<file path="config.mk">
export PLATFORM = sky130hd
export DESIGN_NAME = mdpsk_symbol_demodulator_core
export DESIGN_NICKNAME = d
export VERILOG_FILES = /design/src/design/mdpsk_pkg.sv /design/src/design/mdpsk_front.sv /design/src/design/mdpsk_queue.sv /design/src/design/mdpsk_back.sv /design/src/design/mdpsk_symbol_demodulator_core.sv
export SDC_FILE = /design/constraint.sdc
export NUM_CORES = 2
export LEC_CHECK = 0
export BUFFER_PORTS_ARGS = -buffer_cell sky130_fd_sc_hd__buf_2
export CELL_PAD_IN_SITES_DETAIL_PLACEMENT = 0
export CELL_PAD_IN_SITES_GLOBAL_PLACEMENT = 1
export CORE_MARGIN = 10
export CORE_UTILIZATION = 29
export DETAILED_ROUTE_END_ITERATION = 16
export PLACE_DENSITY_LB_ADDON = 0.15
export SLEW_MARGIN = 10
export SYNTH_ARGS = -nofsm -noshare
export SYNTH_HDL_FRONTEND = slang
export SYNTH_SLANG_ARGS = --single-unit
</file>
<file path="constraint.sdc">
create_clock -name i_clk -period 18.4 [get_ports i_clk]
set_input_delay 4.6 -clock i_clk [delete_from_list [all_inputs] [get_ports i_clk]]
set_output_delay 4.6 -clock i_clk [all_outputs]
set_load 0.05 [all_outputs]
</file>
<file path="src/design/mdpsk_pkg.sv">
`default_nettype none
package mdpsk_pkg;
    localparam int SampleBits = 16;
    localparam int PhaseBits = 16;
    localparam int AccBits = 48;
    localparam int MaxSps = 1024;
    localparam int MaxBps = 6;
    localparam int CordicSteps = 16;
    localparam logic signed [17:0] RefStart = 18'sd19898;

    typedef enum logic [2:0] {
        CFG_SPS = 3'd0,
        CFG_STEP = 3'd1,
        CFG_START = 3'd2,
        CFG_OFFSET = 3'd3,
        CFG_BPS = 3'd4
    } t_cfg_idx;

    typedef struct packed {
        logic [10:0] sps;
        logic [15:0] step;
        logic [15:0] start;
        logic [15:0] offset;
        logic [2:0]  bps;
    } t_cfg;

    typedef struct packed {
        logic signed [AccBits-1:0] i_sum;
        logic signed [AccBits-1:0] q_sum;
    } t_qent;

    typedef enum logic [1:0] {F_IDLE, F_ROT, F_MUL, F_ACC} t_fstate;
    typedef enum logic [1:0] {B_IDLE, B_ROT, B_DONE} t_bstate;

    function automatic logic [31:0] atan_turn(input logic [3:0] i);
        logic [31:0] v;
        unique case (i)
            4'd0: v = 32'd536870912;
            4'd1: v = 32'd316933406;
            4'd2: v = 32'd167458907;
            4'd3: v = 32'd85004757;
            4'd4: v = 32'd42667331;
            4'd5: v = 32'd21354465;
            4'd6: v = 32'd10679838;
            4'd7: v = 32'd5340245;
            4'd8: v = 32'd2670163;
            4'd9: v = 32'd1335087;
            4'd10: v = 32'd667544;
            4'd11: v = 32'd333772;
            4'd12: v = 32'd166886;
            4'd13: v = 32'd83443;
            4'd14: v = 32'd41722;
            default: v = 32'd20861;
        endcase
        return v;
    endfunction
endpackage
`default_nettype wire

</file>
<file path="src/design/mdpsk_front.sv">
`default_nettype none
module mdpsk_front import mdpsk_pkg::*; (
    input  wire logic                  i_clk,
    input  wire logic                  i_rst_n,
    input  wire t_cfg                  i_cfg,
    input  wire logic                  i_push,
    input  wire logic [SampleBits-1:0] i_sample,
    input  wire logic                  i_q_full,
    output logic                       o_full,
    output logic                       o_q_push,
    output t_qent                      o_q_data
);
    t_fstate r_state, n_state;
    logic [9:0] r_idx;
    logic [3:0] r_it;
    logic signed [SampleBits-1:0] r_smp;
    logic signed [17:0] r_x, r_y;
    logic signed [33:0] r_z;
    logic r_flip;
    logic signed [33:0] r_pi, r_pq;
    logic signed [AccBits-1:0] r_isum, r_qsum;

    logic [25:0] ph_prod;
    logic [15:0] ref_ph, fold_ph;
    logic fold;
    logic signed [17:0] dx, dy, cx, cy;
    logic signed [AccBits-1:0] ni, nq;
    logic [10:0] sps_c;
    logic sym_end;

    assign ph_prod = i_cfg.step * r_idx;
    assign ref_ph = i_cfg.start + ph_prod[15:0];
    assign fold = ref_ph[15] ^ ref_ph[14];
    assign fold_ph = fold ? (ref_ph ^ 16'h8000) : ref_ph;
    assign dx = r_y >>> r_it;
    assign dy = r_x >>> r_it;
    assign cx = r_flip ? -r_x : r_x;
    assign cy = r_flip ? -r_y : r_y;
    assign ni = r_isum + {{(AccBits-34){r_pi[33]}}, r_pi};
    assign nq = r_qsum + {{(AccBits-34){r_pq[33]}}, r_pq};
    assign sps_c = (i_cfg.sps < 11'd2) ? 11'd2 :
                   (i_cfg.sps > 11'(MaxSps)) ? 11'(MaxSps) : i_cfg.sps;
    assign sym_end = !({1'b0, r_idx} + 11'd1 < sps_c);
    assign o_full = (r_state != F_IDLE) || i_q_full;
    assign o_q_push = (r_state == F_ACC) && sym_end;
    assign o_q_data = '{i_sum: ni, q_sum: nq};

    always_comb begin
        n_state = r_state;
        unique case (r_state)
            F_IDLE: if (i_push && !o_full) n_state = F_ROT;
            F_ROT: if (r_it == 4'(CordicSteps - 1)) n_state = F_MUL;
            F_MUL: n_state = F_ACC;
            F_ACC: n_state = F_IDLE;
            default: n_state = F_IDLE;
        endcase
    end

    always_ff @(posedge i_clk) begin
        if (!i_rst_n) begin
            r_state <= F_IDLE;
            r_idx <= '0;
            r_it <= '0;
            r_isum <= '0;
            r_qsum <= '0;
        end else begin
            r_state <= n_state;
            unique case (r_state)
                F_IDLE: begin
                    r_it <= '0;
                    if (i_push && !o_full) begin
                        r_smp <= i_sample;
                        r_flip <= fold;
                        r_x <= RefStart;
                        r_y <= '0;
                        r_z <= $signed({{2{fold_ph[15]}}, fold_ph, 16'h0000});
                    end
                end
                F_ROT: begin
                    r_it <= r_it + 4'd1;
                    if (r_z >= 0) begin
                        r_x <= r_x - dx;
                        r_y <= r_y + dy;
                        r_z <= r_z - $signed({2'b00, atan_turn(r_it)});
                    end else begin
                        r_x <= r_x + dx;
                        r_y <= r_y - dy;
                        r_z <= r_z + $signed({2'b00, atan_turn(r_it)});
                    end
                end
                F_MUL: begin
                    r_pi <= r_smp * cx;
                    r_pq <= r_smp * cy;
                end
                F_ACC: begin
                    if (sym_end) begin
                        r_idx <= '0;
                        r_isum <= '0;
                        r_qsum <= '0;
                    end else begin
                        r_idx <= r_idx + 10'd1;
                        r_isum <= ni;
                        r_qsum <= nq;
                    end
                end
                default: ;
            endcase
        end
    end
endmodule
`default_nettype wire

</file>
<file path="src/design/mdpsk_queue.sv">
`default_nettype none
module mdpsk_queue import mdpsk_pkg::*; (
    input  wire logic  i_clk,
    input  wire logic  i_rst_n,
    input  wire logic  i_push,
    input  wire t_qent i_data,
    input  wire logic  i_pop,
    output logic       o_full,
    output logic       o_empty,
    output t_qent      o_data
);
    t_qent r_mem [2];
    logic r_wp, r_rp;
    logic [1:0] r_cnt;

    assign o_full = (r_cnt == 2'd2);
    assign o_empty = (r_cnt == 2'd0);
    assign o_data = r_mem[r_rp];

    always_ff @(posedge i_clk) begin
        if (i_push && !o_full) r_mem[r_wp] <= i_data;
    end

    always_ff @(posedge i_clk) begin
        if (!i_rst_n) begin
            r_wp <= 1'b0;
            r_rp <= 1'b0;
            r_cnt <= '0;
        end else begin
            if (i_push && !o_full) r_wp <= !r_wp;
            if (i_pop && !o_empty) r_rp <= !r_rp;
            r_cnt <= r_cnt + 2'(i_push && !o_full) - 2'(i_pop && !o_empty);
        end
    end

    a_cnt_max: assert property (@(posedge i_clk) disable iff (!i_rst_n) r_cnt <= 2'd2)
        else $error("queue count overflow");
    a_no_over: assert property (@(posedge i_clk) disable iff (!i_rst_n) !(i_push && o_full))
        else $error("push into full queue");
    a_no_under: assert property (@(posedge i_clk) disable iff (!i_rst_n)
        !(i_pop && o_empty)) else $error("pop from empty queue");
endmodule
`default_nettype wire

</file>
<file path="src/design/mdpsk_back.sv">
`default_nettype none
module mdpsk_back import mdpsk_pkg::*; (
    input  wire logic                 i_clk,
    input  wire logic                 i_rst_n,
    input  wire t_cfg                 i_cfg,
    input  wire logic                 i_q_empty,
    input  wire t_qent                i_q_data,
    output logic                      o_q_pop,
    input  wire logic                 i_pop,
    output logic                      o_empty,
    output logic [5:0]                o_symbol,
    output logic [PhaseBits-1:0]      o_phase_delta
);
    t_bstate r_state, n_state;
    logic signed [50:0] r_x, r_y;
    logic [31:0] r_z;
    logic [3:0] r_it;
    logic r_zero;
    logic r_have;
    logic [15:0] r_prev;
    logic r_ovalid;
    logic [5:0] r_sym;
    logic [15:0] r_diff;

    logic signed [50:0] ix, iy, dx, dy;
    logic [31:0] zr;
    logic [15:0] phase, diff, half, xs, kfull;
    logic [2:0] bps;
    logic [5:0] k, mask;
    logic can_out;

    assign ix = {{3{i_q_data.i_sum[AccBits-1]}}, i_q_data.i_sum};
    assign iy = {{3{i_q_data.q_sum[AccBits-1]}}, i_q_data.q_sum};
    assign dx = r_y >>> r_it;
    assign dy = r_x >>> r_it;
    assign zr = r_z + 32'h0000_8000;
    assign phase = r_zero ? 16'h0000 : zr[31:16];
    assign diff = phase - r_prev;
    assign bps = (i_cfg.bps < 3'd1) ? 3'd1 :
                 (i_cfg.bps > 3'(MaxBps)) ? 3'(MaxBps) : i_cfg.bps;
    assign half = (16'h0001 << (5'd16 - {2'b00, bps})) >> 1;
    assign xs = diff - i_cfg.offset - half;
    assign kfull = (xs >> (5'd16 - {2'b00, bps})) + 16'd1;
    assign mask = 6'((7'd1 << bps) - 7'd1);
    assign k = kfull[5:0] & mask;
    assign can_out = !r_ovalid || i_pop;
    assign o_q_pop = (r_state == B_IDLE) && !i_q_empty;
    assign o_empty = !r_ovalid;
    assign o_symbol = r_sym;
    assign o_phase_delta = r_diff;

    always_comb begin
        n_state = r_state;
        unique case (r_state)
            B_IDLE: if (!i_q_empty) n_state = B_ROT;
            B_ROT: if (r_it == 4'(CordicSteps - 1)) n_state = B_DONE;
            B_DONE: if (can_out) n_state = B_IDLE;
            default: n_state = B_IDLE;
        endcase
    end

    always_ff @(posedge i_clk) begin
        if (!i_rst_n) begin
            r_state <= B_IDLE;
            r_it <= '0;
            r_have <= 1'b0;
            r_prev <= '0;
            r_ovalid <= 1'b0;
        end else begin
            r_state <= n_state;
            if (r_state == B_DONE && can_out && r_have) begin
                r_ovalid <= 1'b1;
            end else if (i_pop && r_ovalid) begin
                r_ovalid <= 1'b0;
            end
            unique case (r_state)
                B_IDLE: begin
                    r_it <= '0;
                    if (!i_q_empty) begin
                        r_zero <= (ix == 0) && (iy == 0);
                        if (ix < 0) begin
                            r_x <= -ix;
                            r_y <= -iy;
                            r_z <= 32'h8000_0000;
                        end else begin
                            r_x <= ix;
                            r_y <= iy;
                            r_z <= '0;
                        end
                    end
                end
                B_ROT: begin
                    r_it <= r_it + 4'd1;
                    if (r_y >= 0) begin
                        r_x <= r_x + dx;
                        r_y <= r_y - dy;
                        r_z <= r_z + atan_turn(r_it);
                    end else begin
                        r_x <= r_x - dx;
                        r_y <= r_y + dy;
                        r_z <= r_z - atan_turn(r_it);
                    end
                end
                B_DONE: begin
                    if (can_out) begin
                        r_prev <= phase;
                        r_have <= 1'b1;
                        if (r_have) begin
                            r_sym <= k ^ (k >> 1);
                            r_diff <= diff;
                        end
                    end
                end
                default: ;
            endcase
        end
    end

    a_hold: assert property (@(posedge i_clk) disable iff (!i_rst_n)
        (r_ovalid && !i_pop) |=> (r_ovalid && $stable(r_sym) && $stable(r_diff)))
        else $error("result changed while waiting");
    a_first: assert property (@(posedge i_clk) disable iff (!i_rst_n)
        (!r_have && !r_ovalid) |=> (!r_ovalid || r_have))
        else $error("result before first symbol");
    a_pop_idle: assert property (@(posedge i_clk) disable iff (!i_rst_n)
        o_q_pop |-> (r_state == B_IDLE)) else $error("queue pop while busy");
endmodule
`default_nettype wire

</file>
<file path="src/design/mdpsk_symbol_demodulator_core.sv">
// channel   direction  transfer when          payload
// sample    in         push && !full          i_sample[15:0] signed
// result    out        pop && !empty          o_symbol[5:0], o_phase_delta[15:0]
// config    in         i_cfg_we               i_cfg_idx[2:0], i_cfg_data[15:0]
// a sample passes the front as one accept, 16 reference cordic steps, multiply and
// accumulate; the reference cordic loop sets the rate
// at the end of a symbol the back does one load, a 16-step vectoring cordic and a
// slicing step, in parallel with the front, through a two-entry sum queue
// full rises while the front works or the sum queue holds two symbols; a result waits in
// the output register until popped
// synchronous active-low reset clears control state and config to defaults
`default_nettype none
module mdpsk_symbol_demodulator_core import mdpsk_pkg::*; (
    input  wire logic                  i_clk,
    input  wire logic                  i_rst_n,
    input  wire logic                  push,
    output logic                       full,
    input  wire logic [SampleBits-1:0] i_sample,
    input  wire logic                  pop,
    output logic                       empty,
    output logic [5:0]                 o_symbol,
    output logic [PhaseBits-1:0]       o_phase_delta,
    input  wire logic                  i_cfg_we,
    input  wire logic [2:0]            i_cfg_idx,
    input  wire logic [15:0]           i_cfg_data
);
    t_cfg r_cfg;
    logic q_push, q_pop, q_full, q_empty;
    t_qent q_in, q_out;

    always_ff @(posedge i_clk) begin
        if (!i_rst_n) begin
            r_cfg <= '{sps: 11'd16, step: 16'd4096, start: 16'd0, offset: 16'd0, bps: 3'd1};
        end else if (i_cfg_we) begin
            unique case (i_cfg_idx)
                CFG_SPS: r_cfg.sps <= i_cfg_data[10:0];
                CFG_STEP: r_cfg.step <= i_cfg_data;
                CFG_START: r_cfg.start <= i_cfg_data;
                CFG_OFFSET: r_cfg.offset <= i_cfg_data;
                CFG_BPS: r_cfg.bps <= i_cfg_data[2:0];
                default: ;
            endcase
        end
    end

    mdpsk_front u_front (
        .i_clk(i_clk), .i_rst_n(i_rst_n), .i_cfg(r_cfg),
        .i_push(push), .i_sample(i_sample), .i_q_full(q_full),
        .o_full(full), .o_q_push(q_push), .o_q_data(q_in)
    );

    mdpsk_queue u_queue (
        .i_clk(i_clk), .i_rst_n(i_rst_n), .i_push(q_push), .i_data(q_in),
        .i_pop(q_pop), .o_full(q_full), .o_empty(q_empty), .o_data(q_out)
    );

    mdpsk_back u_back (
        .i_clk(i_clk), .i_rst_n(i_rst_n), .i_cfg(r_cfg),
        .i_q_empty(q_empty), .i_q_data(q_out), .o_q_pop(q_pop),
        .i_pop(pop), .o_empty(empty), .o_symbol(o_symbol),
        .o_phase_delta(o_phase_delta)
    );
endmodule
`default_nettype wire

</file>
==> impl_metrics.json <==
{
  "synth_compound_area_share_pct": 13.7,
  "synthSimpleGateAreaFrac_pct": 15.7,
  "min_path_type": "reg2reg",
  "cp.required_ps": 18870,
  "rr_worst_depth": 29,
  "die_y_um": 556,
  "fillers": 29600,
  "coreArea_sq_um": 286000,
  "grt_max_degree": 136,
  "post-cts-setup-buffers": 0,
  "synth_nets": 10400,
  "drive_gt1_share_pct": 7.06,
  "port_buffers": 63,
  "detail-route-antenna-nets": 0,
  "tns_ps": 0,
  "antenna_found_initial": 14,
  "clockRootBuffer": "clkbuf_16",
  "seq_area_sq_um": 20400,
  "grt_pass1_wl_mm": 395,
  "ys.flop_type": "edfxtp_1",
  "skew_ps": 88.2,
  "syn_area_sq_um": 83400,
  "io_pins": 64,
  "fmax_ghz": 0.117,
  "clock_tree.buffer_depth": 3,
  "status": "finished, final reports clean",
  "htreeDepth": 3,
  "viasPerCell": 4.95,
  "nets": 10300,
  "criticalPathCategory": "reg2reg",
  "rows": 196,
  "r2r_slack_ps": 9860,
  "final.min_clock_period_ps": 8540,
  "min_from": "u_back.r_prev[11]",
  "grt_pass1_vias": 65600,
  "finalSetupViolations": 0,
  "fp.dieArea_sq_um": 309000,
  "timing.rr.start": "u_front.r_x[7]",
  "synth.mux.area_fraction_pct": 7.16,
  "clk_latency_ps": 770,
  "crit_path_end_kind": "flop",
  "rsz0062_at_grt": "no",
  "cp.arrival_ps": 9010,
  "cts_tree": "yes",
  "ys_async_sr_fraction_pct": 0,
  "grt_overflow": 0,
  "crit_path_top_delay_cell": "o41ai_1",
  "worstReg2RegEnd": "u_front.r_pi[32]",
  "crit_path_start_kind": "flop",
  "finalHoldViolCount": 0,
  "ctsResizeCount": 0,
  "critPathMaxFanout": 16,
  "multiInputGateArea_sq_um": 57600,
  "clock-sinks": 767,
  "worst_pin_slew_ps": 1160,
  "drtIter0Drc": 3837,
  "cts_buffers": 101,
  "postSynthAreaPerCell_sq_um": 9.16,
  "met2_usage_pct": 25.9,
  "post-dp-hpwl_mm": 193,
  "grt_use_met1_pct": 23.0,
  "ys_ff_latch": 767,
  "final_common_cell": "nand2_1",
  "drc": 0,
  "synth_fa_ha_area_share_pct": 25.2,
  "grt-busiest-layer": "met2",
  "grt.total_usage_pct": 15.9,
  "wl_per_cell_um": 19.6,
  "cpMostUsedCell": "fa_1",
  "slew_headroom_pct": 22.2,
  "holdPathEnd": "u_back.r_prev[11]",
  "max_cap_viol_count": 0,
  "min_period_over_period_pct": 46.4,
  "final_design_area_no_fill_sq_um": 91000,
  "final_cell_mix": "nand2_1, inv_1, fa_1",
  "cts.clk_slew.worst_paths_ps": 60,
  "vias": 63400,
  "drv_slew": 0,
  "finalWirelength_mm": 252,
  "postPlaceCellArea_sq_um": 87600,
  "ctsHoldBuffers": 0,
  "drt_first_pass_iters": 5,
  "ys_types": 103,
  "met3_usage_pct": 1.72,
  "synth_top_family_by_area": "adder cells",
  "hold-path-cell-count": 2,
  "fp.dieW_um": 556,
  "start_util_pct": 29.2,
  "yosysSeqAreaShare_pct": 24.5,
  "areaGrowthSynthToFinish_pct": 9.19,
  "gp_congestion": 0.837,
  "max_stage_delay_ps": 690,
  "synthCells": 9103,
  "synth-xor-area-share_pct": 7.27,
  "yosys_warnings": 0,
  "synth-edff-count": 504
}
## cell usage after synthesis (15+ instances only)
| library cell | instances | area [sq um] |
|---|---|---|
| nand2b_1 | 93 | 582 |
| edfxtp_1 | 504 | 15100 |
| a22o_1 | 23 | 201 |
| or2_2 | 47 | 294 |
| o21ai_0 | 541 | 2710 |
| inv_1 | 976 | 3660 |
| nor4_1 | 22 | 138 |
| a21boi_0 | 33 | 248 |
| and4_1 | 15 | 131 |
| clkbuf_1 | 303 | 1140 |
| nor2b_1 | 61 | 382 |
| nand4_1 | 37 | 231 |
| nand3_1 | 193 | 966 |
| xnor2_1 | 436 | 3820 |
| dfxtp_1 | 263 | 5270 |
| nand3b_1 | 21 | 158 |
| nor2_1 | 457 | 1720 |
| and2_1 | 337 | 2110 |
| mux2i_1 | 152 | 1520 |
| buf_1 | 48 | 180 |
| o31ai_1 | 84 | 631 |
| mux2_2 | 76 | 856 |
| fa_1 | 682 | 13700 |
| and3_1 | 66 | 413 |
| a21o_1 | 196 | 1470 |
| or4_1 | 15 | 113 |
| a21oi_1 | 572 | 2860 |
| a31oi_1 | 57 | 357 |
| o211ai_1 | 28 | 210 |
| ha_1 | 587 | 7340 |
| a211oi_1 | 32 | 240 |
| a22oi_1 | 18 | 135 |
| mux4_1 | 33 | 867 |
| nor3b_1 | 29 | 218 |
| o21a_1 | 61 | 458 |
| mux4_2 | 120 | 2700 |
| or3_1 | 60 | 375 |
| nor3_1 | 112 | 561 |
| o41ai_1 | 16 | 140 |
| buf_2 | 22 | 110 |
| nand2_1 | 1133 | 4250 |
| o21bai_1 | 55 | 413 |
| xor2_1 | 256 | 2240 |
## flip-flops by register name, summed over array words and instances (netlist names), 18 cells and up, named ones only
signal          flops
u_queue.r_mem     192
r_cfg              62
u_back.r_x         51
u_back.r_y         51
u_front.r_isum     48
u_front.r_qsum     48
u_front.r_pi       34
u_front.r_pq       34
u_front.r_z        34
u_back.r_z         32
u_front.r_x        18
u_front.r_y        18
## worst max path at each step
stage / startpoint / to / slack [ps] / cells past startpoint
global placement: u_front.r_x[7] / u_front.r_pi[32] / 9830 / 29
CTS: u_front.r_y[0] / u_front.r_pq[33] / 9810 / 26
floorplan: i_rst_n / u_back.r_x[0] / 3330 / 4
finish: u_front.r_x[7] / u_front.r_pi[32] / 9860 / 29
detailed placement: u_front.r_y[0] / u_front.r_pq[33] / 9780 / 26
global route: u_front.r_x[8] / u_front.r_pi[32] / 9200 / 29
## cell type report
type / instances / share of cell area, %
well taps: 3762 / 5.17
diodes: 2 / 0.00550
multi-input cells: 6951 / 63.3
flip-flops and latches: 767 / 22.4
repair buffers: 170 / 1.26
inverters: 983 / 4.06
clock inverters: 51 / 0.713
clock buffers: 140 / 3.08
## stage by stage
step	utilization [%]	instances	setup WS [ps]	hold WS, ps
floorplan	-	9103	3330	432
global placement	30.7	12600	9830	443
detailed placement	30.7	12600	9780	447
CTS	31.9	12800	9810	456
global route	31.9	12800	9200	474
finish	31.9	12800	9860	454
## worst max-delay path: cells and delay by family (launching register included)
family	cells	cell delay, ps
AO/OA/AOI/OAI	10	2310
AND/OR/NAND/NOR	6	1440
XOR/XNOR	2	220
buffers and inverters	4	400
flip-flops	1	530
adder cells (fa/ha/maj)	7	3410
## per-layer routing
metal	wire length (um)	vias to the layer above
met2	114000	922
li1	-	30900
met4	4460	0
met5	0	-
met1	125000	31400
met3	8500	245
## cells by family after synthesis
logic type | after synthesis
xor gates and xnor gates | 692
buffers and inverters | 1385
adders and majority gates | 1269
and+or+nand+nor | 2739
muxes | 382
DFF | 767
other | 1
AOI/OAI and AO/OA | 1868
Power is not shown: default switching activity piles up to over one toggle a cycle in this logic, so the estimate is an artifact.
